File: config.mk
export PLATFORM = sky130hd
export DESIGN_NAME = rlcp_modmac
export DESIGN_NICKNAME = d
export VERILOG_FILES = /design/src/rlcp_pkg.sv /design/src/rlcp_modmac.sv
export SDC_FILE = /design/constraint.sdc
export NUM_CORES = 1
export LEC_CHECK = 0
export BUFFER_PORTS_ARGS = -buffer_cell sky130_fd_sc_hd__buf_2
export CAP_MARGIN = 20
export CORE_ASPECT_RATIO = 1.75
export CORE_MARGIN = 5
export CORE_UTILIZATION = 60
export DETAILED_ROUTE_END_ITERATION = 10
export PLACE_DENSITY = 0.83
export SYNTH_ARGS = -nofsm -noshare
export SYNTH_HDL_FRONTEND = slang
export SYNTH_SLANG_ARGS = --single-unit
File: constraint.sdc
create_clock -name clock -period 9.4 [get_ports clock]
set_input_delay 1.88 -clock clock [delete_from_list [all_inputs] [get_ports clock]]
set_output_delay 1.88 -clock clock [all_outputs]
set_load 0.005 [all_outputs]
File: src/rlcp_pkg.sv
// ============================================================================
// rlcp_pkg
// Types and codes shared by the ring-LWE ciphertext product block.
// ============================================================================
`timescale 1ns / 1ps
`default_nettype none

package rlcp_pkg;

   localparam logic [1:0] CMD_LOAD_FIRST  = 2'd0;
   localparam logic [1:0] CMD_LOAD_SECOND = 2'd1;
   localparam logic [1:0] CMD_READ        = 2'd2;
   localparam logic [1:0] CMD_UNUSED      = 2'd3;

   localparam logic [1:0] REG_MODULUS       = 2'd0;
   localparam logic [1:0] REG_RING_DEGREE   = 2'd1;
   localparam logic [1:0] REG_FIRST_LENGTH  = 2'd2;
   localparam logic [1:0] REG_SECOND_LENGTH = 2'd3;

   localparam logic [31:0] MODULUS_RESET = 32'd65537;
   localparam logic [10:0] DEGREE_RESET  = 11'd1024;
   localparam logic [2:0]  LENGTH_RESET  = 3'd2;

   typedef struct packed {
      logic [1:0]         cmd;
      logic [2:0]         component_index;
      logic [9:0]         coefficient_index;
      logic signed [31:0] coefficient_value;
   } req_type;

   typedef struct packed {
      logic [2:0]         product_component;
      logic [9:0]         product_coefficient;
      logic signed [31:0] product_value;
   } rsp_type;

   // control from sequencer to modular multiply unit
   typedef struct packed {
      logic start;
      logic negate;
   } mac_ctrl_type;

   // status from modular multiply unit
   typedef struct packed {
      logic        done;
      logic [31:0] value;
   } mac_stat_type;

endpackage

`default_nettype wire

File: src/rlcp_modmac.sv
// ============================================================================
// rlcp_modmac
// Bit-serial signed modular multiply: reduces |y| mod q, then shift-add
// multiplies by |x| mod q; sign applied at the end.
// ============================================================================
`timescale 1ns / 1ps
`default_nettype none

module rlcp_modmac #(
   parameter int COEFF_BITS = 32
) (
   input  wire logic                      clock,
   input  wire logic                      reset,
   input  wire rlcp_pkg::mac_ctrl_type    ctrl,
   input  wire logic [COEFF_BITS-1:0]     x_val,
   input  wire logic [COEFF_BITS-1:0]     y_val,
   input  wire logic [31:0]               modulus,
   output rlcp_pkg::mac_stat_type         stat
);

   localparam int CW = (COEFF_BITS > 1) ? $clog2(COEFF_BITS) : 1;

   typedef enum logic [3:0] {
      U_IDLE = 4'b0001,
      U_RED  = 4'b0010,
      U_MUL  = 4'b0100,
      U_DONE = 4'b1000
   } ustate_type;

   ustate_type            state_ff, state_in;
   logic [CW-1:0]         cnt_ff, cnt_in;
   logic [COEFF_BITS-1:0] xmag_ff, xmag_in;
   logic [COEFF_BITS-1:0] ymag_ff, ymag_in;
   logic                  neg_ff, neg_in;
   logic [31:0]           yres_ff, yres_in;
   logic [31:0]           acc_ff, acc_in;

   logic [32:0] red_sum;
   logic [33:0] mul_sum, mul_s1, mul_s2;
   logic        last;

   assign last = (cnt_ff == CW'(COEFF_BITS - 1));

   always_comb begin
      red_sum = {yres_ff, ymag_ff[COEFF_BITS-1]};
      if (red_sum >= {1'b0, modulus}) begin
         red_sum = red_sum - {1'b0, modulus};
      end
      mul_sum = {1'b0, acc_ff, 1'b0} +
                (xmag_ff[COEFF_BITS-1] ? {2'b00, yres_ff} : 34'd0);
      mul_s1 = (mul_sum >= {2'b00, modulus}) ? mul_sum - {2'b00, modulus} : mul_sum;
      mul_s2 = (mul_s1 >= {2'b00, modulus}) ? mul_s1 - {2'b00, modulus} : mul_s1;
   end

   always_comb begin
      state_in = state_ff;
      cnt_in   = cnt_ff;
      xmag_in  = xmag_ff;
      ymag_in  = ymag_ff;
      neg_in   = neg_ff;
      yres_in  = yres_ff;
      acc_in   = acc_ff;
      case (state_ff)
         U_IDLE: begin
            if (ctrl.start) begin
               xmag_in  = x_val[COEFF_BITS-1] ? ~x_val + 1'b1 : x_val;
               ymag_in  = y_val[COEFF_BITS-1] ? ~y_val + 1'b1 : y_val;
               neg_in   = x_val[COEFF_BITS-1] ^ y_val[COEFF_BITS-1] ^ ctrl.negate;
               yres_in  = '0;
               acc_in   = '0;
               cnt_in   = '0;
               state_in = U_RED;
            end
         end
         U_RED: begin
            yres_in = red_sum[31:0];
            ymag_in = {ymag_ff[COEFF_BITS-2:0], 1'b0};
            cnt_in  = cnt_ff + 1'b1;
            if (last) begin
               cnt_in   = '0;
               state_in = U_MUL;
            end
         end
         U_MUL: begin
            acc_in  = mul_s2[31:0];
            xmag_in = {xmag_ff[COEFF_BITS-2:0], 1'b0};
            cnt_in  = cnt_ff + 1'b1;
            if (last) begin
               state_in = U_DONE;
            end
         end
         U_DONE: begin
            state_in = U_IDLE;
         end
         default: begin
            state_in = U_IDLE;
         end
      endcase
   end

   always_ff @(posedge clock) begin
      if (reset) begin
         state_ff <= U_IDLE;
      end else begin
         state_ff <= state_in;
      end
      cnt_ff  <= cnt_in;
      xmag_ff <= xmag_in;
      ymag_ff <= ymag_in;
      neg_ff  <= neg_in;
      yres_ff <= yres_in;
      acc_ff  <= acc_in;
   end

   assign stat.done  = (state_ff == U_DONE);
   assign stat.value = (neg_ff && acc_ff != 32'd0) ? modulus - acc_ff : acc_ff;

endmodule

`default_nettype wire

After elaboration in Yosys (flattened, before gate mapping)

Cells that the tools add are included.

Output and inout port bits: 33
Input port bits: 100
Latch bits: 0
Word-level logic and storage cells: 61
Memories: 0
Memory bits (read-only): 0
RAM bits: 0
Register bits: 138

Multiplexer cells: 21
Magnitude comparators: 3
Multipliers: 0
Shifts and indexed selects: 0
Bitwise gates (word level): 4
Add/sub/neg operators: 8
Equal/unequal tests: 8
Reductions and logical operators: 10
Divide/modulo/power cells: 0

Operators with widths:

| kind                    | count |
|---|---|
| $mux W32                | 9 |
| $pmux W32 S2            | 4 |
| $sub A32 B32 Y32        | 3 |
| $ge A34 B32 Y1          | 2 |
| $add A32 B1 Y32 const B | 2 |
| $not A32 Y32            | 2 |
| $add A33 B32 Y34        | 1 |
| $mux W34                | 1 |
| $sub A34 B32 Y34        | 1 |
| $ge A33 B32 Y1          | 1 |
| $reduce_bool A32 Y1     | 1 |
| $pmux W5 S3             | 1 |
| $mux W4                 | 3 |
| $pmux W4 S3             | 1 |
| $mux W5                 | 2 |
| $reduce_and A2 Y1       | 4 |
| $ne A2 B2 Y1 const B    | 3 |
| $add A5 B1 Y5 const B   | 1 |
| $eq A5 B5 Y1 const B    | 1 |
| $eq A4 B1 Y1 const B    | 1 |
| $eq A4 B2 Y1 const B    | 1 |
| $eq A4 B3 Y1 const B    | 1 |
| $eq A4 B4 Y1 const B    | 1 |
| $reduce_bool A2 Y1      | 2 |
| 4 further kinds         | 5 |

Longest topological paths before layout

Gate-level depths: netlist of the first run.

Word-level depth: 7
Gate-level depth with buffers: 40
Mapped depth without buffers: 35

Worst setup path after synthesis of the first run

Ideal clock, no wire load.

Kind: reg2reg
From: register xmag_ff[31]
To: register acc_ff[27], data pin
Setup time: 0.266 ns
Arrival: 7.585 ns
Buffers on the path: 4
Data required time: 9.134 ns
Cell stages (with the launch flop): 35
Setup slack: 1.549 ns
Period minus slack after synthesis: 7.851 ns
Cell sequence: edfxtp_1 clkbuf_1 and2_1 ha_1 o211ai_1 o211a_1 or4_1 a21oi_1 o31ai_1 a21oi_1 nor4_1 a211o_1 ha_1 nand3_1 nor3_1 a311oi_1 o21ai_1 o31ai_1 a21oi_1 nor4b_4 clkbuf_1 o21ai_0 ha_1 a21oi_1 or3b_2 nor2_1 o211ai_1 o22ai_1 o21bai_1 a2111oi_0 or3_1 buf_2 buf_2 mux2i_1 nor2_1

Word-level cells in the longest chain between the ends: 7
Elaborated cells between the ends (all ways): 9
Those cells by class: add/sub: 3; order compare: 2; mux: 4

Ends and longest elaborated chain:

| what                                               | RTL line           | source |
|---|---|---|
| from (decl)                                        | rlcp_modmac.sv:32  | `logic [COEFF_BITS-1:0] xmag_ff, xmag_in;` |
| from (signal assigned)                             | rlcp_modmac.sv:108 | `xmag_ff <= xmag_in;` |
| $mux W32 (*)                                       | rlcp_modmac.sv:50  | `(xmag_ff[COEFF_BITS-1] ? {2'b00, yres_ff} : 34'd0);` |
| $add A33 B32 Y34 (*)                               | rlcp_modmac.sv:49  | `mul_sum = {1'b0, acc_ff, 1'b0} +` |
| $sub A34 B32 Y34 or $ge A34 B32 Y1 (tied branches) | rlcp_modmac.sv:51  | `mul_s1 = (mul_sum >= {2'b00, modulus}) ? mul_sum - {2'b00, modulus} : mul_sum;` |
| $mux W34 (*)                                       | rlcp_modmac.sv:51  |  |
| $sub A32 B32 Y32 or $ge A34 B32 Y1 (tied branches) | rlcp_modmac.sv:52  | `mul_s2 = (mul_s1 >= {2'b00, modulus}) ? mul_s1 - {2'b00, modulus} : mul_s1;` |
| $mux W32 (*)                                       | rlcp_modmac.sv:52  |  |
| $pmux W32 S2 (*)                                   | rlcp_modmac.sv:63  | `case (state_ff)` |
| to (signal assigned)                               | rlcp_modmac.sv:112 | `acc_ff <= acc_in;` |
| to (decl)                                          | rlcp_modmac.sv:36  | `logic [31:0] acc_ff, acc_in;` |

Every way passes the cells marked *; elsewhere a longest branch is shown, timed or not.
A chain may end at the register's enable or synchronous reset.

Worst setup path in the final report of the first run

From: register xmag_ff[31]
To: register acc_ff[1], data pin

Same word-level chain as after synthesis.

==> results of run 1 <==
## Yosys cell counts, types with 6 or more instances
library cell / number
nand3_1: 51
o211ai_1: 11
nand4_1: 22
a2111oi_0: 6
a21oi_1: 166
o41ai_1: 11
nor3_1: 24
xnor2_1: 87
o21bai_1: 21
mux2_2: 12
inv_1: 120
mux2i_1: 29
a31oi_1: 19
o21ai_0: 204
o21a_1: 20
or3_1: 14
and3_1: 14
and2_1: 36
and4_1: 6
nand2_1: 261
edfxtp_1: 134
a211oi_1: 14
or4_1: 20
nand2b_1: 28
o31ai_1: 34
or2_2: 7
nor4_1: 16
ha_1: 162
nor2_1: 123
buf_2: 7
a21boi_0: 8
nor2b_1: 21
o311ai_0: 6
xor2_1: 104
a21o_1: 61
clkbuf_1: 51
## metal layers
metal	track usage	vias to the layer above	share of wire
met3	0.0334	114	0.050
met1	0.326	7202	0.39
met2	0.544	525	0.50
met5	0	-	0
li1	-	7614	-
met4	0.180	0	0.065
## timing repair
item                       in CTS  in global routing
setup endpoints to repair       0                 32
hold buffers                    0                  0
gates resized for setup         0                 15
setup buffers                   0                  2
## cell type report
cell class                 count  area share
tap                          324      0.0227
multi-input combinational   1695       0.641
sequential                   138       0.230
clock buffer                  18      0.0241
timing repair buffer         152      0.0469
clock inverter                14     0.00961
inverter                     120      0.0253
## worst max-delay path: cells and delay by family (launching register included)
kind / cells / cell delay [ns]
AND/OR/NAND/NOR: 14 / 3.41
AO/OA/AOI/OAI: 11 / 2.25
buffers and inverters: 4 / 0.88
flip-flops: 1 / 0.44
adder cells (fa/ha/maj): 3 / 1.09
multiplexers: 2 / 0.71
## cells by family (layout without fill, tap and decap cells)
kind of cell | count (synthesis) | count (layout)
compound gates | 633 | 633
xor+xnor | 191 | 191
fa+ha+maj | 167 | 167
buf+inv | 189 | 304
flops | 138 | 138
mux | 43 | 43
simple gates | 661 | 661
## power by group
group          switching, mW  internal [mW]  leakage [nW]  total [mW]
logic                  0.989          0.700          6.01        1.69
registers             0.0359          0.737          1.34       0.773
clock network          0.276          0.418         0.289       0.694
total                   1.30           1.85          7.64        3.16
## layout by cell type (no fill, tap or decap), drive strengths merged, types with 51 or more instances in the layout
cell    Yosys  layout
a21o       61      61
a21oi     166     166
buf        18     152
edfxtp    134     134
ha        162     162
inv       120     123
nand2     261     261
nand3      51      51
nor2      123     123
o21ai     208     208
xnor2      87      87
xor2      104     104
## registers in the layout, summed over array words and instances (netlist names)
signal and cells:
ymag_ff 32, xmag_ff 32, neg_ff 1, cnt_ff 5, state_ff 4, acc_ff 32
yres_ff 32
## final timing paths
path / slack [ns] / start / end / depth (start not counted)
setup / recovery: 0.44 / xmag_ff[31] / acc_ff[1] / 34
hold / removal: 0.52 / xmag_ff[18] / xmag_ff[19] / 2
setup reg to reg: 0.44 / xmag_ff[31] / acc_ff[1] / 34
hold reg to reg: 0.52 / xmag_ff[18] / xmag_ff[19] / 2
## through the flow
stage	utilization	hold slack (ns)	area [sq um]
floorplan	-	0.476	16200
detailed placement	0.646	0.511	17200
global route	0.671	0.532	17800
finish	0.671	0.525	17800
CTS	0.668	0.526	17800
global placement	0.646	0.503	17200
==> metrics.csv, run 1 <==
metric,value,unit
dp_hpwl,37600,um
synth_compound_area_frac,0.242,
p_leak,7.64,nW
ys.flop_type,edfxtp_1,
synth-adder-area-share,0.131,
power,3.16,mW
layout.cells.non_filler,2461,
synth_seq_cells,138,
synth_xor_area_frac,0.103,
multi_input_area,0.0114,sq mm
grt_max_degree,70,
diodes,0,
tightest_slew,0.963,ns
async_flop_share,0,
initial_core_util,0.610,
worstPathArrival,9.26,ns
layout_min_cycle_time,8.96,ns
grt_pass1_vias,15200,
ant_nets,0,
ys_warn_count,0,
final-setup-viol-count,0,
coreArea,0.0266,sq mm
rsz0062_at_grt,no,
synthMuxAreaShare,0.0276,
relSlewSlack,0.351,
layout-drive-gt1-share,0.108,
drc,0,
row_count,79,
synth_area,0.0162,sq mm
ctsLongestPathBuffers,2,
portBuffers,132,
maxSlewViolCount,0,
grt_usage,0.297,
hold_viol_final,0,
gp_congestion,0.962,
die_height,227,um
regArea,0.00410,sq mm
cts_root_buf,clkbuf_16,
dp_cells,2427,
cp.required,9.70,ns
synth_top_area_share,0.248,
synth-seq-area-share,0.253,
status,completed,
fillers,2329,
die-area,0.0305,sq mm
cp_max_fo,37,
ir_drop,160,uV
path_clk_slew,0.06,ns
pre_cts_slack,0.161,ns
fmax,112,MHz
ys_top_cells_by_area,"edfxtp_1 (25%), ha_1 (13%), o21ai_0 (6.3%), nand2_1 (6.0%), xor2_1 (5.6%)",
grt_overflow,0,
via_per_inst,6.28,
max_stage_delay,0.58,ns
ctsHtreeMaxLevel,4,
numCtsBuffers,17,
synth_top_family_by_area,compound AO/OA/AOI/OAI gates,
postSynthAreaPerCell,8.02,sq um
synth-edff-count,134,
routed_wl,46400,um
antenna_found_initial,0,
path_class,flop to flop,
yosysUniqueCellTypes,76,
die_w,134,um
drt-wirelength-per-cell,18.9,um
synth.largest_area_cell,edfxtp_1,
yosys.area_share.simple,0.196,
area_growth,10.0,%
vias,15500,
grt_pass1_wl,73100,um
dr.pass1.iters,7,
synth_cells,2022,
drt-initial-drc-count,1133,
cp_slowest_cell,or4_1,
p_per_area,177,mW/mm^2
maxCapViolations,0,
cts_tree,done,
syn_nets,2289,
tns,0,ns
critPathLaunchType,flop,
nets,2391,
cts.sinks,138,
finClkSkew,0.00655,ns
min_period_over_period,0.954,
insertion_delay,0.44,ns
worstHoldPathType,flop to flop,
cp-end-kind,flop,
io_pins,133,
fin_ws,0.436,ns
No activity file was read; power rests on OpenSTA's default activity.
==> run 2, diff against run 1 <==
--- a/config.mk
+++ b/config.mk
@@ -7,11 +7,14 @@
 export LEC_CHECK = 0
 export BUFFER_PORTS_ARGS = -buffer_cell sky130_fd_sc_hd__buf_2
 export CAP_MARGIN = 20
+export CELL_PAD_IN_SITES_DETAIL_PLACEMENT = 1
+export CELL_PAD_IN_SITES_GLOBAL_PLACEMENT = 2
 export CORE_ASPECT_RATIO = 1.75
 export CORE_MARGIN = 5
-export CORE_UTILIZATION = 60
+export CORE_UTILIZATION = 37
+export CTS_CLUSTER_DIAMETER = 40
 export DETAILED_ROUTE_END_ITERATION = 10
-export PLACE_DENSITY = 0.83
+export PLACE_DENSITY = 0.85
 export SYNTH_ARGS = -nofsm -noshare
 export SYNTH_HDL_FRONTEND = slang
 export SYNTH_SLANG_ARGS = --single-unit
==> metrics.csv, run 2 (synthesized netlist as in run 1, its figures left out) <==
metric,value,unit,change
fmax,112,MHz,about the same
coreArea,0.0433,sq mm,+63%
vias,15500,,+0.16%
cp-end-kind,flop,,
grt_usage,0.220,,-0.0763
portBuffers,132,,unchanged
grt_overflow,0,,unchanged
path_class,flop to flop,,
fillers,5274,,+130%
tns,0,ns,unchanged
final_common_cell,nand2_1,,
maxCapViolations,0,,unchanged
ctsHtreeMaxLevel,4,,unchanged
routed_wl,54300,um,+17%
ir_drop,101,uV,-37%
finClkSkew,0.00905,ns,+0.00250 ns
ant_nets,0,,unchanged
row_count,101,,+28%
ctsLongestPathBuffers,2,,unchanged
min_period_over_period,0.953,,about the same
worst_hold_slack,0.527,ns,+0.00196 ns
hold_viol_final,0,,unchanged
tightest_slew,0.958,ns,-0.00467 ns
drt-wirelength-per-cell,20.1,um,+6.4%
worstPathArrival,9.27,ns,about the same
max_stage_delay,0.61,ns,+0.03 ns
path_clk_slew,0.06,ns,about the same
layout-drive-gt1-share,0.114,,+0.00680
cp.required,9.70,ns,about the same
grt_max_degree,70,,unchanged
die_height,287,um,+26%
cp_slowest_cell,or4_1,,
drc,0,,unchanged
via_per_inst,5.72,,-9.0%
dr.pass1.iters,5,,-2
hold_buffers,0,,unchanged
gp_congestion,1.02,,+6.0%
power,3.28,mW,+4.0%
critPathLaunchType,flop,,
area_growth,12.7,%,
cts_root_buf,clkbuf_16,,
drt-initial-drc-count,456,,-60%
cp_max_fo,32,,-14%
nets,2395,,+0.17%
die_w,168,um,+25%
maxSlewViolCount,0,,unchanged
die-area,0.0483,sq mm,+58%
cts_tree,done,,
worstHoldPathType,flop to flop,,
status,completed,,
relSlewSlack,0.359,,+0.00748
grt_pass1_wl,85800,um,+18%
p_leak,7.69,nW,+0.56%
cp_top_family,simple AND/OR/NAND/NOR gates,,
final-setup-viol-count,0,,unchanged
numCtsBuffers,17,,unchanged
layout_min_cycle_time,8.96,ns,-0.00235 ns
insertion_delay,0.45,ns,about the same
cts.sinks,138,,unchanged
multi_input_area,0.0115,sq mm,+0.32%
grt_pass1_vias,16600,,+9.4%
layout_common_cells,"nand2_1 (259), o21ai_0 (201), a21oi_1 (163)",,
initial_core_util,0.374,,-0.236
finalCoreUtilization,0.422,,-0.249
dp_hpwl,44900,um,+19%
io_pins,133,,unchanged
regArea,0.00410,sq mm,unchanged
p_per_area,179,mW/mm^2,+1.4%
path_common_cell,and2_1,,
critPathBufInv,4,,unchanged
antenna_found_initial,0,,unchanged
## run 2: cell count changes in the layout (fill, tap and decap cells not counted), moves of 2 or more
cell / change
ha_1: -3
buf_4: +2
clkinv_4: +2
nor3_1: -2
inv_6: -3
ha_2: +3
bufinv_16: +2
nor3_2: +2
## run 2: worst register-to-register path: cells and delay by family, from the launching register on
family / cells / cell delay, ns
compound gates: 11 / 2.38
xor+xnor: 1 / 0.20
fa+ha+maj: 3 / 1.07
buf+inv: 4 / 0.88
flops: 1 / 0.39
mux: 2 / 0.73
simple gates: 13 / 3.20
## run 2: layout make-up
class,count,share of cell area
Multi-Input combinational cell,1695,0.628
Inverter,120,0.0246
Antenna cell,1,0.000137
Clock inverter,15,0.0123
Clock buffer,17,0.0233
Timing Repair Buffer,156,0.0485
Tap cell,566,0.0387
Sequential cell,138,0.225
## run 2: power breakdown
group / internal (mW) / switching (mW)
Clock: 0.470 / 0.282
Combinational: 0.720 / 1.03
Sequential: 0.737 / 0.0370
## run 2: what timing repair did
action,4_1_cts,5_1_grt
setup buffers,0,2
pin swaps,0,5
cloned,0,1
gates resized for setup,4,22
setup endpoints to repair,31,32
## run 2: routing by layer
metal  vias up  GRT usage  part of all wire
li1       7591          -                 -
met1      7503      0.233              0.39
met2       289      0.425              0.53
met3        96     0.0201             0.026
met4         0      0.116             0.054
met5         -          0                 0
## run 2: through the flow
step	setup slack, ns	cell area, sq um	std cells
2_1_floorplan	1.55	16200	2022
3_3_place_gp	-0.191	17500	2672
3_5_place_dp	-0.442	17500	2672
4_1_cts	0.00234	18200	2704
5_1_grt	-0.0522	18300	2707
6_report	0.439	18300	2708
## run 2: worst paths after layout
check	slack (ns)	depth (start not counted)	startpoint	endpoint
max reg2reg	0.44	34	xmag_ff[31]	acc_ff[0]
max	0.44	34	xmag_ff[31]	acc_ff[0]
min reg2reg	0.53	2	xmag_ff[3]	xmag_ff[4]
min	0.53	2	xmag_ff[3]	xmag_ff[4]
